==> config.mk <==
export PLATFORM = sky130hd
export DESIGN_NAME = lidar_frame_parser_top
export DESIGN_NICKNAME = d
export VERILOG_FILES = /design/src/hdl/lfp_pkg.sv /design/src/hdl/lfp_cfg.sv /design/src/hdl/lfp_parser.sv /design/src/hdl/lidar_frame_parser_top.sv
export VERILOG_INCLUDE_DIRS = /design/src /design/src/hdl
export SDC_FILE = /design/constraint.sdc
export NUM_CORES = 1
export LEC_CHECK = 0
export BUFFER_PORTS_ARGS = -buffer_cell sky130_fd_sc_hd__buf_2
export CORE_MARGIN = 8
export CORE_UTILIZATION = 54
export CTS_CLUSTER_SIZE = 8
export DETAILED_ROUTE_END_ITERATION = 10
export MAX_ROUTING_LAYER = met4
export PLACE_DENSITY_LB_ADDON = 0.25
export SLEW_MARGIN = 15
export SYNTH_ARGS = -nofsm -noshare
export SYNTH_HDL_FRONTEND = slang
export SYNTH_SLANG_ARGS = --single-unit
==> constraint.sdc <==
create_clock -name clk -period 3.5 [get_ports clk]
set_input_delay 0.525 -clock clk [delete_from_list [all_inputs] [get_ports clk]]
set_output_delay 0.525 -clock clk [all_outputs]
set_load 0.005 [all_outputs]
==> src/hdl/lidar_frame_parser_top_macros.svh <==
// ----------------------------------------------------------------------------
// Assertion macros for the frame parser
// Implication checks, clocked on clk and disabled during reset.
// ----------------------------------------------------------------------------
`ifndef LIDAR_FRAME_PARSER_TOP_MACROS_SVH
`define LIDAR_FRAME_PARSER_TOP_MACROS_SVH

// same-cycle implication
`define LFP_ASSERT_NOW(lbl, ante, cons, msg) \
  lbl: assert property (@(posedge clk) disable iff (rst) (ante) |-> (cons)) else $error(msg);

// next-cycle implication
`define LFP_ASSERT_NEXT(lbl, ante, cons, msg) \
  lbl: assert property (@(posedge clk) disable iff (rst) (ante) |=> (cons)) else $error(msg);

`endif

==> src/hdl/lfp_pkg.sv <==
// ----------------------------------------------------------------------------
// lfp_pkg
// Types and constants shared by the frame parser modules.
// ----------------------------------------------------------------------------
package lfp_pkg;

  localparam int unsigned CFG_IDX_W  = 2;
  localparam int unsigned CFG_DATA_W = 16;

  localparam logic [CFG_IDX_W-1:0] REG_STRENGTH_MIN = 2'd0;
  localparam logic [CFG_IDX_W-1:0] REG_DISTANCE_MAX = 2'd1;
  localparam logic [CFG_IDX_W-1:0] REG_WINDOW_MS    = 2'd2;
  localparam logic [CFG_IDX_W-1:0] REG_GAP_MS       = 2'd3;

  localparam logic [15:0] STRENGTH_MIN_RST = 16'd100;
  localparam logic [15:0] DISTANCE_MAX_RST = 16'd1200;
  localparam logic [15:0] WINDOW_MS_RST    = 16'd200;
  localparam logic [9:0]  GAP_MS_RST       = 10'd20;

  localparam logic [7:0] HDR_BYTE = 8'h59;
  localparam logic [2:0] BODY_LAST = 3'd6;

  localparam logic       CMD_BYTE = 1'b0;
  localparam logic       CMD_TICK = 1'b1;

  localparam logic [1:0] PH_HUNT1 = 2'd0;
  localparam logic [1:0] PH_HUNT2 = 2'd1;
  localparam logic [1:0] PH_BODY  = 2'd2;

  localparam logic [2:0] ST_NONE    = 3'd0;
  localparam logic [2:0] ST_ACCEPT  = 3'd1;
  localparam logic [2:0] ST_BAD_SUM = 3'd2;
  localparam logic [2:0] ST_LIMITS  = 3'd3;
  localparam logic [2:0] ST_TIMEOUT = 3'd4;

  typedef struct packed {
    logic [15:0] strength_min;
    logic [15:0] distance_max;
    logic [15:0] window_ms;
    logic [9:0]  gap_ms;
  } cfg_t;

  typedef struct packed {
    logic [2:0]  status;
    logic [15:0] distance;
    logic [15:0] strength;
    logic [15:0] held_distance;
  } result_t;

endpackage

==> src/hdl/lfp_cfg.sv <==
// ----------------------------------------------------------------------------
// lfp_cfg
// Configuration registers: limits and timer lengths, written by index.
// ----------------------------------------------------------------------------
module lfp_cfg (
  input  logic                           clk,
  input  logic                           rst,
  input  logic                           cfg_write,
  input  logic [lfp_pkg::CFG_IDX_W-1:0]  cfg_index,
  input  logic [lfp_pkg::CFG_DATA_W-1:0] cfg_data,
  output lfp_pkg::cfg_t                  cfg
);
  import lfp_pkg::*;

  always_ff @(posedge clk) begin
    if (rst) begin
      cfg.strength_min <= STRENGTH_MIN_RST;
      cfg.distance_max <= DISTANCE_MAX_RST;
      cfg.window_ms    <= WINDOW_MS_RST;
      cfg.gap_ms       <= GAP_MS_RST;
    end else if (cfg_write) begin
      case (cfg_index)
        REG_STRENGTH_MIN: cfg.strength_min <= cfg_data;
        REG_DISTANCE_MAX: cfg.distance_max <= cfg_data;
        REG_WINDOW_MS:    cfg.window_ms    <= cfg_data;
        REG_GAP_MS:       cfg.gap_ms       <= cfg_data[9:0];
        default: ;
      endcase
    end
  end

endmodule

==> src/hdl/lfp_parser.sv <==
// ----------------------------------------------------------------------------
// lfp_parser
// Header hunt, body collection, checksum and limit checks, gap and window
// timers. Produces one result per word.
// ----------------------------------------------------------------------------
module lfp_parser (
  input  logic             clk,
  input  logic             rst,
  input  logic             step,
  input  logic             command,
  input  logic [7:0]       rx_byte,
  input  lfp_pkg::cfg_t    cfg,
  output lfp_pkg::result_t res
);
  import lfp_pkg::*;
  `include "lidar_frame_parser_top_macros.svh"

  logic [1:0]  phase, phase_next;
  logic [2:0]  body_count, body_count_next;
  logic [7:0]  running_sum, running_sum_next;
  logic [15:0] distance_reg, distance_reg_next;
  logic [15:0] strength_reg, strength_reg_next;
  logic [9:0]  gap_timer, gap_timer_next;
  logic [15:0] window_timer, window_timer_next;
  logic [15:0] held_reg, held_reg_next;

  logic [15:0] window_inc;
  logic [9:0]  gap_inc;

  assign window_inc = window_timer + 16'd1;
  assign gap_inc    = gap_timer + 10'd1;

  always_comb begin
    phase_next        = phase;
    body_count_next   = body_count;
    running_sum_next  = running_sum;
    distance_reg_next = distance_reg;
    strength_reg_next = strength_reg;
    gap_timer_next    = gap_timer;
    window_timer_next = window_timer;
    held_reg_next     = held_reg;
    res.status        = ST_NONE;
    res.distance      = '0;
    res.strength      = '0;

    if (command == CMD_TICK) begin
      window_timer_next = window_inc;
      if (window_inc >= cfg.window_ms) begin
        window_timer_next = '0;
        phase_next        = PH_HUNT1;
        gap_timer_next    = '0;
        res.status        = ST_TIMEOUT;
      end else if (phase == PH_HUNT2 || phase == PH_BODY) begin
        gap_timer_next = gap_inc;
        if (gap_inc >= cfg.gap_ms) begin
          phase_next     = PH_HUNT1;
          gap_timer_next = '0;
        end
      end
    end else if (phase == PH_HUNT1) begin
      if (rx_byte == HDR_BYTE) begin
        phase_next     = PH_HUNT2;
        gap_timer_next = '0;
      end
    end else if (phase == PH_HUNT2) begin
      if (rx_byte == HDR_BYTE) begin
        phase_next       = PH_BODY;
        body_count_next  = '0;
        running_sum_next = HDR_BYTE + HDR_BYTE;
        gap_timer_next   = '0;
      end else begin
        phase_next = PH_HUNT1;
      end
    end else if (body_count >= BODY_LAST) begin
      phase_next      = PH_HUNT1;
      body_count_next = '0;
      gap_timer_next  = '0;
      res.distance    = distance_reg;
      res.strength    = strength_reg;
      if (running_sum != rx_byte) begin
        res.status = ST_BAD_SUM;
      end else if (strength_reg > cfg.strength_min && distance_reg < cfg.distance_max) begin
        res.status        = ST_ACCEPT;
        window_timer_next = '0;
        if (distance_reg != '0) held_reg_next = distance_reg;
      end else begin
        res.status = ST_LIMITS;
      end
    end else begin
      case (body_count)
        3'd0: distance_reg_next[7:0]  = rx_byte;
        3'd1: distance_reg_next[15:8] = rx_byte;
        3'd2: strength_reg_next[7:0]  = rx_byte;
        3'd3: strength_reg_next[15:8] = rx_byte;
        default: ;
      endcase
      running_sum_next = running_sum + rx_byte;
      body_count_next  = body_count + 3'd1;
    end

    res.held_distance = held_reg_next;
  end

  always_ff @(posedge clk) begin
    if (rst) begin
      phase        <= PH_HUNT1;
      body_count   <= '0;
      running_sum  <= '0;
      distance_reg <= '0;
      strength_reg <= '0;
      gap_timer    <= '0;
      window_timer <= '0;
      held_reg     <= '0;
    end else if (step) begin
      phase        <= phase_next;
      body_count   <= body_count_next;
      running_sum  <= running_sum_next;
      distance_reg <= distance_reg_next;
      strength_reg <= strength_reg_next;
      gap_timer    <= gap_timer_next;
      window_timer <= window_timer_next;
      held_reg     <= held_reg_next;
    end
  end

  `LFP_ASSERT_NOW(a_count_bound, phase == PH_BODY, body_count <= BODY_LAST,
                  "body count past last byte")
  `LFP_ASSERT_NEXT(a_timeout_restart, step && res.status == ST_TIMEOUT,
                   phase == PH_HUNT1 && window_timer == 16'd0 && gap_timer == 10'd0,
                   "timeout did not restart hunt")
  `LFP_ASSERT_NEXT(a_accept_window, step && res.status == ST_ACCEPT,
                   window_timer == 16'd0 && phase == PH_HUNT1,
                   "accept did not clear window")

endmodule

==> src/hdl/lidar_frame_parser_top.sv <==
// ----------------------------------------------------------------------------
// lidar_frame_parser_top
// Nine-byte range-finder frame parser with input and result registers.
// ----------------------------------------------------------------------------
// Path: a word waits in the input register, then its result is held in the result register.
// Throughput: one word per cycle while results are taken; the result register frees as it is taken.
// The input register stalls only while the result register is full and held.
// Reset: synchronous; limits and timers return to defaults, hunt restarts,
// held distance clears.
module lidar_frame_parser_top (
  input  logic                           clk,
  input  logic                           rst,
  input  logic                           cfg_write,
  input  logic [lfp_pkg::CFG_IDX_W-1:0]  cfg_index,
  input  logic [lfp_pkg::CFG_DATA_W-1:0] cfg_data,
  input  logic                           in_valid,
  output logic                           in_ready,
  input  logic                           command,
  input  logic [7:0]                     rx_byte,
  output logic                           out_valid,
  input  logic                           out_ready,
  output logic [2:0]                     status,
  output logic [15:0]                    distance,
  output logic [15:0]                    strength,
  output logic [15:0]                    held_distance
);
  import lfp_pkg::*;

  cfg_t    cfg;
  result_t res;
  result_t res_q;

  logic       in_full;
  logic       cmd_q;
  logic [7:0] byte_q;
  logic       advance;

  assign advance  = in_full && (!out_valid || out_ready);
  assign in_ready = !in_full || advance;

  lfp_cfg u_cfg (
    .clk       (clk),
    .rst       (rst),
    .cfg_write (cfg_write),
    .cfg_index (cfg_index),
    .cfg_data  (cfg_data),
    .cfg       (cfg)
  );

  lfp_parser u_parser (
    .clk     (clk),
    .rst     (rst),
    .step    (advance),
    .command (cmd_q),
    .rx_byte (byte_q),
    .cfg     (cfg),
    .res     (res)
  );

  always_ff @(posedge clk) begin
    if (rst) begin
      in_full   <= 1'b0;
      out_valid <= 1'b0;
    end else begin
      if (in_valid && in_ready) in_full <= 1'b1;
      else if (advance) in_full <= 1'b0;
      if (advance) out_valid <= 1'b1;
      else if (out_ready) out_valid <= 1'b0;
    end
  end

  always_ff @(posedge clk) begin
    if (in_valid && in_ready) begin
      cmd_q  <= command;
      byte_q <= rx_byte;
    end
    if (advance) res_q <= res;
  end

  assign status        = res_q.status;
  assign distance      = res_q.distance;
  assign strength      = res_q.strength;
  assign held_distance = res_q.held_distance;

endmodule
==> results of run 1 <==
## layer usage
metal  up-vias  wire length (um)  part of all wire [%]  GRT usage, %
li1       3886                 -                     -             -
met1      3681             10590                    44         27.36
met2       224             11080                    46         34.51
met3        54              1568                   6.5         3.287
met4         0               771                   3.2         7.125
met5         -                 0                     0             -
## power by group
part           switching [W]  total [W]  internal (W)
logic               0.000191   0.000300      0.000109
registers          0.0000287    0.00256       0.00253
clock network       0.000992    0.00251       0.00151
total                0.00121    0.00536       0.00415
## per-stage QoR
stage                     total power (W)  hold WS [ns]
final                            0.005362        0.1598
after global routing             0.005552        0.1428
after CTS                        0.005399        0.1455
after detailed placement         0.002899        0.4421
after global placement           0.002893        0.4351
after floorplan                  0.002770        0.4294
## worst max path at each step
stage | to | slack, ns | from
2_1_floorplan | u_parser.window_timer[11]$_SDFFE_PP0P_ | 0.08 | u_parser.window_timer[2]$_SDFFE_PP0P_
3_3_place_gp | u_parser.gap_timer[0]$_SDFFE_PP0P_ | 0.11 | u_parser.window_timer[0]$_SDFFE_PP0P_
3_5_place_dp | u_parser.gap_timer[3]$_SDFFE_PP0P_ | -0.02 | u_parser.window_timer[0]$_SDFFE_PP0P_
4_1_cts | u_parser.gap_timer[3]$_SDFFE_PP0P_ | 0.02 | u_parser.window_timer[1]$_SDFFE_PP0P_
5_1_grt | u_parser.phase[1]$_SDFFE_PP0P_ | 0.003 | u_parser.window_timer[1]$_SDFFE_PP0P_
6_report | u_parser.window_timer[8]$_SDFFE_PP0P_ | 0.12 | u_parser.window_timer[1]$_SDFFE_PP0P_
## cells in the mapped netlist (all sizes together) (5+ instances only)
library cell	count
nor4	9
nand3	42
clkbuf	37
nand2	147
mux2i	25
a31oi	7
and3	15
nor3	14
ha	73
a211o	14
o211ai	8
inv	72
a22o	10
and2	33
or3	5
nand3b	5
edfxtp	60
xnor2	15
nor2b	9
xor2	11
a211oi	6
mux2	16
o21ai	25
buf	11
dfxtp	147
nand4	10
a21o	10
nor2	59
nand2b	5
a21oi	100
or2	10
## worst register-to-register path, stage by stage, from the launching register on
cell	delay (ns)
dfxtp_2	0.34
ha_1	0.17
and3_4	0.19
and3_4	0.19
and3_4	0.18
and3_4	0.21
nand3_1	0.10
xnor2_1	0.16
ha_1	0.18
a21o_1	0.15
a21o_1	0.18
a21oi_2	0.16
o211ai_1	0.21
buf_4	0.23
buf_4	0.13
or3_1	0.34
a31oi_1	0.19
## area by class of cell
| class | instances | area, um^2 | share of cell area, % |
|---|---|---|---|
| sequential | 207 | 4751 | 40.88 |
| multi-input combinational | 720 | 4746 | 40.83 |
| clock buffer | 44 | 782.0 | 6.728 |
| timing repair buffer | 128 | 763.2 | 6.567 |
| tap | 229 | 286.5 | 2.465 |
| inverter | 73 | 274.0 | 2.358 |
| clock inverter | 1 | 20.02 | 0.1722 |
## cell families after synthesis
group,synth area share (%)
flip-flops,47.92
AND/OR/NAND/NOR,18.80
multiplexers,4.347
buffers and inverters,4.852
AO/OA/AOI/OAI,12.36
XOR/XNOR,2.300
adder cells (fa/ha/maj),9.426
## repair_timing
action,CTS,global route
gates resized for setup,1,21
setup endpoints to repair,4,27
pin swaps,1,5
setup buffers,1,1
cloned,0,1
==> impl_metrics.yaml, run 1 <==
outcome:
  run_status: "completed"
clock_tree:
  htree_num_levels: 1
  cts_tree: "built"
  clk_pin_slew_ns: 0.05
  cts.root.buffer_cell: "clkbuf_16"
  postCtsHoldBufs: 0
  cts_buffers: 29
  cts_buffer_depth: 3
  cts_sinks: 207
  insertion_delay_ns: 0.54
layout:
  area_delta_synth_final_pct: 17.37
  n_fill_cell: 1516
  final_nets: 1265
  final_cell_mix: "nand2_1 (147), dfxtp_1 (142), a21oi_1 (98)"
  fin_util_pct: 64.70
  fin_area_um2: 11620
  stdcell_count: 1402
  mostFrequentLayoutCell: "nand2_1"
  antenna-diode-count: 0
  top_register: "u_cfg.cfg"
  drive_gt1_share_pct: 17.99
  largest_register_ff_count: 58
yosys:
  avgSynthCellArea_um2: 9.448
  synth_area_leaders: "dfxtp_1 (30%), edfxtp_1 (18%), ha_1 (9.2%)"
  synth-edff-count: 60
  synth_ff_type: "dfxtp_1"
  async_flop_share_pct: 0
  synth_top_cell_by_area: "dfxtp_1"
  syn_nets: 1154
  synthCells: 1048
  syn_area_um2: 9902
  synth_seq_area_share_pct: 47.92
  ys_ff_latch: 207
  yosysTopAreaCellShare_pct: 29.72
  synth.distinct_cells: 63
  ys.warnings.count: 0
floorplan:
  core_area_um2: 17960
  num_rows: 49
  chipHeight_um: 151.4
  io_pins: 85
  dieArea_um2: 22930
  initial_utilization_pct: 55.12
  die_w_um: 151.4
place:
  gp_congestion: 0.9026
  dp_hpwl_mm: 17.14
  dp_cells: 1354
  port_buffers: 84
  dpl_cell_area_um2: 10750
  place_ws_ns: -0.01808
power_and_ir_drop:
  leakage_nw: 4.692
  worst_ir_drop_vdd_mv: 0.5061
  power.density_nw_per_um2: 461.4
setup_path:
  cp.required_ns: 3.95
  rr_endpoint: "u_parser.window_timer[8]$_SDFFE_PP0P_"
  rr_startpoint: "u_parser.window_timer[1]$_SDFFE_PP0P_"
  critical_path_arrival_ns: 3.83
  path_max_fanout: 4
  critPathMaxStageDelay_ns: 0.34
  cp_top_family: "simple AND/OR/NAND/NOR gates"
  path_buf_inv: 2
  path_cells: "ha_1, and3_4, and3_4, and3_4, and3_4, nand3_1, xnor2_1, ha_1, a21o_1, a21o_1, a21oi_2, o211ai_1, buf_4, buf_4, or3_1, a31oi_1"
  regToRegSetupSlack_ns: 0.12
  path_class: "reg -> reg"
  cp_num_cells: 16
  crit_path_frequent_cell: "and3_4"
  end_kind: "flip-flop"
  start_kind: "flip-flop"
  rr_worst_depth: 16
  worst_path_max_delay_cell: "dfxtp_2"
drt:
  drtAntennaViolNets: 0
  routed_wl_mm: 24.01
  vias: 7845
  wire_per_inst_um: 17.12
  vias_per_cell: 5.596
  firstDrtPassIters: 5
  drc: 0
  first_iter_violations: 558
min_path:
  whs_path_depth: 1
  hold_class: "in -> reg"
  hold_end: "byte_q[7]$_DFFE_PP_"
  worstHoldStart: "rx_byte[7]"
sta:
  worst_pin_slew_ns: 0.6884
  grt_setup_unrepaired: "no"
  skew_ns: 0.01482
  setup_ws_ns: 0.1201
  min_period_over_period_pct: 96.57
  slew_headroom_pct: 54.11
  finalSetupViolations: 0
  fmax_ghz: 0.2959
  slew_viol_final: 0
  hold_viol: 0
  fin_tns_setup_ns: 0
  period_minus_slack_ns: 3.380
global_routing:
  track_usage_pct: 21.51
  globalRouteOverflowTotal: 0
  antenna_found_initial: 1
  grt_max_degree: 52
  grt_pass1_vias: 7537
  grt_pass1_wl_mm: 38.43
run:
  max_cap_viol_count: 0
Note: power is estimated with default switching activity, not from simulation.
==> run 2, diff against run 1 <==
--- a/config.mk
+++ b/config.mk
@@ -8,7 +8,7 @@
 export LEC_CHECK = 0
 export BUFFER_PORTS_ARGS = -buffer_cell sky130_fd_sc_hd__buf_2
 export CORE_MARGIN = 8
-export CORE_UTILIZATION = 54
+export CORE_UTILIZATION = 50
 export CTS_CLUSTER_SIZE = 8
 export DETAILED_ROUTE_END_ITERATION = 10
 export MAX_ROUTING_LAYER = met4
==> run 2 against run 1 <==
  * Clock-buffer cell count up 1
  * Routed wire length up 1.4%
  * Via count down 0.68%
  * Largest power group unchanged
  * Critical path depth down 1
  * Die area up 7.1%
  * Global-route usage down 1.7 points
  * Sequential power about the same
==> impl_metrics.yaml, run 2 (synthesis results as in run 1) <==
place:
  port_buffers: 84
  dp_hpwl_mm: 17.08
  gp_congestion: 0.9206
power_and_ir_drop:
  leakage_nw: 4.698
  pwr-share-comb_pct: 5.7
  power.switching_w: 0.001207
  worst_ir_drop_vdd_mv: 0.3347
  power_frac_clock_pct: 46.6
  power_frac_seq_pct: 47.7
  switching_share_pct: 22.55
  power.density_nw_per_um2: 454.5
  power.internal_w: 0.004145
  p_total_w: 0.005352
global_routing:
  grt_max_degree: 53
  antenna_found_initial: 0
  grt_pass1_vias: 7305
  grt_pass1_wl_mm: 37.81
  track_usage_pct: 19.79
  globalRouteOverflowTotal: 0
layout:
  area_delta_synth_final_pct: 18.90
  drive_gt1_share_pct: 18.65
  top_register: "u_cfg.cfg"
  n_fill_cell: 1679
  final_cell_mix: "nand2_1 (147), dfxtp_1 (143), a21oi_1 (98)"
  mostFrequentLayoutCell: "nand2_1"
  fin_util_pct: 60.50
  final_nets: 1260
  antenna-diode-count: 0
  largest_register_ff_count: 58
sta:
  min_period_over_period_pct: 96.99
  worst_pin_slew_ns: 1.108
  slew_headroom_pct: 25.80
  skew_ns: 0.01352
  grt_setup_unrepaired: "yes"
  period_minus_slack_ns: 3.395
  hold_viol: 0
  finalSetupViolations: 0
  slew_viol_final: 0
  fin_tns_setup_ns: 0
  fmax_ghz: 0.2946
  whs_ns: 0.1686
outcome:
  run_status: "completed"
drt:
  routed_wl_mm: 24.34
  vias: 7792
  vias_per_cell: 5.434
  wire_per_inst_um: 16.97
  drc: 0
  firstDrtPassIters: 6
  first_iter_violations: 451
  drtAntennaViolNets: 0
clock_tree:
  cts.root.buffer_cell: "clkbuf_16"
  postCtsHoldBufs: 0
  cts_tree: "built"
  cts_buffer_depth: 3
  clk_pin_slew_ns: 0.05
  cts_buffers: 29
  insertion_delay_ns: 0.54
  htree_num_levels: 1
  cts_sinks: 207
setup_path:
  path_max_fanout: 5
  start_kind: "flip-flop"
  path_class: "reg -> reg"
  end_kind: "flip-flop"
  critical_path_arrival_ns: 3.81
  cp.required_ns: 3.91
floorplan:
  dieArea_um2: 24560
  io_pins: 85
  core_area_um2: 19460
  initial_utilization_pct: 50.88
  num_rows: 51
  chipHeight_um: 156.7
  die_w_um: 156.7
run:
  max_cap_viol_count: 0
min_path:
  hold_class: "in -> reg"
## run 2: critical path, cell delays in order, from the launching register on
cell,delay (ns)
dfxtp_4,0.37
ha_4,0.13
and3_4,0.19
and3_4,0.19
and3_4,0.18
and3_4,0.22
nand3_4,0.08
xnor2_2,0.18
ha_4,0.27
and4_1,0.20
o21ai_2,0.06
o211ai_1,0.43
buf_4,0.26
nor4_4,0.07
buf_4,0.19
mux2_2,0.25
## run 2: path summary, 6_finish.rpt
check	from	end	slack [ns]	depth (start not counted)
hold reg to reg	u_parser.held_reg[13]$_SDFFE_PP0P_	u_parser.held_reg[13]$_SDFFE_PP0P_	0.44	2
setup reg to reg	u_parser.window_timer[1]$_SDFFE_PP0P_	u_parser.gap_timer[0]$_SDFFE_PP0P_	0.11	15
hold / removal	rx_byte[0]	byte_q[0]$_DFFE_PP_	0.17	1
setup / recovery	u_parser.window_timer[1]$_SDFFE_PP0P_	u_parser.gap_timer[0]$_SDFFE_PP0P_	0.11	15
## run 2: final cells by class
class	instances	area (um^2)	share of cell area [%]
well taps	265	331.6	2.816
flip-flops and latches	207	4755	40.38
clock inverters	1	8.758	0.07439
inverters	73	274.0	2.327
clock buffers	45	785.8	6.674
multi-input cells	720	4887	41.51
repair buffers	123	732.0	6.217
## run 2: per-layer routing
metal	wire [um]	vias up	track usage, %
met4	760	0	7.002
met1	11060	3655	26.39
met5	0	-	-
li1	-	3875	-
met3	1429	50	2.537
met2	11080	212	30.48
## run 2: power groups by stage
stage / sequential [W] / clock (W) / combinational [W]
final: 0.00255 / 0.00249 / 0.000303
after detailed placement: 0.00260 / 0 / 0.000295
after global placement: 0.00260 / 0 / 0.000291
after floorplan: 0.00260 / 0 / 0.000168
after global routing: 0.00256 / 0.00263 / 0.000338
after CTS: 0.00256 / 0.00253 / 0.000296
## run 2: stage by stage
| stage | area (um^2) | instances | worst slack (ns) |
|---|---|---|---|
| after floorplan | 9908 | 1048 | 0.07832 |
| after global routing | 11770 | 1434 | -0.06896 |
| final | 11770 | 1434 | 0.1054 |
| after global placement | 10750 | 1384 | 0.1474 |
| after detailed placement | 10750 | 1384 | 0.005908 |
| after CTS | 11540 | 1430 | 0.004039 |
## run 2: what timing repair did
action,CTS,global route
gates resized for setup,2,46
setup buffers,0,5
gates cloned,0,1
pin swaps,1,10
setup endpoints to repair,2,28
==> run 3, diff against run 2 <==
--- a/config.mk
+++ b/config.mk
@@ -6,6 +6,8 @@
 export SDC_FILE = /design/constraint.sdc
 export NUM_CORES = 1
 export LEC_CHECK = 0
+export ABC_AREA = 1
+export ABC_CLOCK_PERIOD_IN_PS = 3500
 export BUFFER_PORTS_ARGS = -buffer_cell sky130_fd_sc_hd__buf_2
 export CORE_MARGIN = 8
 export CORE_UTILIZATION = 50
==> run 3 against run 2 <==
  * Routed wire length decreased by 0.28%
  * Flip-flop and latch count unchanged
  * Maximum frequency increased by 11%
  * Sequential power increased by 2%
  * Hold slack improved by 0.0096 ns
  * Clock-buffer cell count unchanged
  * Die area increased by 1.7%
  * Synthesized cell count increased by 14%
  * Clock skew decreased by 0.0027 ns
  * Total power increased by 2.9%
  * Non-clock buffer count decreased by 31
==> impl_metrics.yaml, run 3 <==
floorplan:
  num_rows: 52
  initial_utilization_pct: 50.34
  core_area_um2: 20040
  dieArea_um2: 24980
  io_pins: 85
  die_w_um: 158.0
  chipHeight_um: 158.0
drt:
  firstDrtPassIters: 7
  vias: 8090
  drc: 0
  routed_wl_mm: 24.27
  drtAntennaViolNets: 0
  vias_per_cell: 5.173
  first_iter_violations: 491
  wire_per_inst_um: 15.52
global_routing:
  grt_pass1_vias: 7630
  globalRouteOverflowTotal: 0
  antenna_found_initial: 0
  grt_max_degree: 74
  grt_pass1_wl_mm: 38.73
  track_usage_pct: 20.02
min_path:
  whs_path_depth: 1
  hold_end: "byte_q[2]$_DFFE_PP_"
  worstHoldStart: "rx_byte[2]"
  hold_class: "in -> reg"
yosys:
  synth.distinct_cells: 44
  synth_most_common_cell: "nand2_1"
  synthCells: 1197
  async_flop_share_pct: 0
  synth_top_family_by_area: "simple AND/OR/NAND/NOR gates"
  ys.warnings.count: 0
  synth-simple-area-share_pct: 16.57
  avgSynthCellArea_um2: 8.428
  ys_ff_latch: 207
  synth_ff_type: "dfxtp_1"
  yosysTopAreaCellShare_pct: 29.17
  synth_area_leaders: "dfxtp_1 (29%), edfxtp_1 (18%), ha_1 (9.1%)"
  syn_nets: 1303
  synth_top_cell_by_area: "dfxtp_1"
  syn_area_um2: 10090
  synth_compound_area_share_pct: 16.23
  synth_seq_area_share_pct: 47.03
  synth-edff-count: 60
  synth-xor-area-share_pct: 2.332
  synth_mux_area_share_pct: 0
  ys_top_cells_by_count: "nand2_1 (177), inv_1 (175), dfxtp_1 (147)"
  synth_adder_area_share_pct: 9.252
sta:
  slew_viol_final: 0
  fmax_ghz: 0.3266
  period_minus_slack_ns: 3.062
  skew_ns: 0.01085
  slew_headroom_pct: 29.52
  hold_viol: 0
  whs_ns: 0.1782
  finalSetupViolations: 0
  grt_setup_unrepaired: "no"
  fin_tns_setup_ns: 0
  min_period_over_period_pct: 87.49
  worst_pin_slew_ns: 1.056
outcome:
  run_status: "completed"
clock_tree:
  cts_sinks: 207
  insertion_delay_ns: 0.53
  clk_pin_slew_ns: 0.05
  cts_buffer_depth: 3
  cts.root.buffer_cell: "clkbuf_16"
  cts_setup_buffers: 0
  cts_buffers: 29
  cts_tree: "built"
  htree_num_levels: 1
setup_path:
  rr_worst_depth: 16
  start_kind: "flip-flop"
  rr_endpoint: "u_parser.phase[1]$_SDFFE_PP0P_"
  critical_path_arrival_ns: 3.48
  cp.required_ns: 3.92
  path_max_fanout: 16
  regToRegSetupSlack_ns: 0.44
  path_class: "reg -> reg"
  end_kind: "flip-flop"
  worstSetupStartpoint: "u_parser.window_timer[3]$_SDFFE_PP0P_"
  rr_startpoint: "u_parser.window_timer[3]$_SDFFE_PP0P_"
layout:
  largest_register_ff_count: 58
  final_cell_mix: "nand2_1 (176), inv_1 (172), dfxtp_1 (147)"
  drive_gt1_share_pct: 13.52
  antenna-diode-count: 0
  n_fill_cell: 1877
  area_delta_synth_final_pct: 14.33
  final_nets: 1385
  fin_util_pct: 57.55
  mostFrequentLayoutCell: "nand2_1"
  top_register: "u_cfg.cfg"
place:
  port_buffers: 84
  gp_congestion: 0.8483
  dp_hpwl_mm: 17.48
power_and_ir_drop:
  p_total_w: 0.005509
  power.density_nw_per_um2: 477.6
  worst_ir_drop_vdd_mv: 0.3464
  leakage_nw: 4.939
run:
  max_cap_viol_count: 0
==> run 3: cell count changes in the layout (fill, tap and decap cells not counted), moves of 31 or more <==
| cell | previous run | this run |
|---|---|---|
| buf_4 | 38 | 7 |
| o21ai_0 | 20 | 118 |
| a21oi_1 | 98 | 143 |
| nor2_1 | 57 | 92 |
| inv_1 | 72 | 172 |
| and2_1 | 33 | 0 |
==> run 3: cells by family (layout without fill, tap and decap cells) <==
| group | after synthesis | in the layout |
|---|---|---|
| adder cells (fa/ha/maj) | 74 | 74 |
| buffers and inverters | 222 | 319 |
| XOR/XNOR | 26 | 26 |
| AND/OR/NAND/NOR | 369 | 369 |
| flip-flops | 207 | 207 |
| AO/OA/AOI/OAI | 299 | 299 |
==> run 3: critical path: stages (launching register included) <==
cell and delay [ns]:
dfxtp_1 0.35, inv_1 0.09, nor4_2 0.31, nand2_1 0.15
nor3_1 0.19, xor2_1 0.27, ha_1 0.29, a21oi_1 0.15
o21ai_0 0.11, a21oi_1 0.19, nand4_1 0.11, nand2_1 0.13
clkinvlp_4 0.25, nand2_1 0.18, nand2_1 0.06, nand2_1 0.06
nor2_1 0.05
==> run 3: final cells by class <==
| class | count | area [um^2] | area share [%] |
|---|---|---|---|
| inverters | 181 | 683.2 | 5.923 |
| well taps | 270 | 337.8 | 2.929 |
| clock buffers | 45 | 785.8 | 6.813 |
| clock inverters | 1 | 8.758 | 0.07594 |
| multi-input cells | 768 | 4481 | 38.85 |
| repair buffers | 92 | 493.0 | 4.274 |
| flip-flops and latches | 207 | 4745 | 41.14 |
==> run 3: routing by layer <==
| metal | wire, um | vias to the layer above | share of wire [%] | GRT usage, % |
|---|---|---|---|---|
| met5 | 0 | - | 0 | - |
| met1 | 11270 | 3685 | 46 | 25.79 |
| li1 | - | 4145 | - | - |
| met2 | 11110 | 215 | 46 | 32.36 |
| met3 | 1293 | 45 | 5.3 | 2.675 |
| met4 | 593 | 0 | 2.4 | 6.242 |
==> run 3: worst max path at each step <==
stage / cells past startpoint / to / slack (ns)
CTS: 17 / u_parser.gap_timer[7]$_SDFFE_PP0P_ / 0.26
global route: 15 / u_parser.gap_timer[1]$_SDFFE_PP0P_ / 0.06
global placement: 17 / u_parser.gap_timer[7]$_SDFFE_PP0P_ / 0.39
finish: 16 / u_parser.phase[1]$_SDFFE_PP0P_ / 0.44
detailed placement: 17 / u_parser.gap_timer[0]$_SDFFE_PP0P_ / 0.28
floorplan: 9 / u_parser.held_reg[11]$_SDFFE_PP0P_ / 0.35
==> run 3: what timing repair did <==
| item | in CTS | in global routing |
|---|---|---|
| setup endpoints to repair | 0 | 8 |
| gates resized for setup | 0 | 2 |
| hold buffers | 0 | 0 |
==> run 3: report_power, final <==
| group | total [W] | internal [W] | leakage [nW] | switching, W |
|---|---|---|---|---|
| Clock | 0.00249 | 0.00151 | 0.381 | 0.000983 |
| Sequential | 0.00261 | 0.00256 | 1.78 | 0.0000480 |
| Combinational | 0.000408 | 0.000139 | 2.78 | 0.000268 |
==> run 3: stage by stage <==
| step | setup WS (ns) | instance area (um^2) | std cells |
|---|---|---|---|
| 6_report | 0.4378 | 11530 | 1564 |
| 3_5_place_dp | 0.2844 | 10730 | 1518 |
| 3_3_place_gp | 0.3868 | 10730 | 1518 |
| 4_1_cts | 0.2646 | 11530 | 1564 |
| 2_1_floorplan | 0.3540 | 10090 | 1197 |
| 5_1_grt | 0.06331 | 11530 | 1564 |
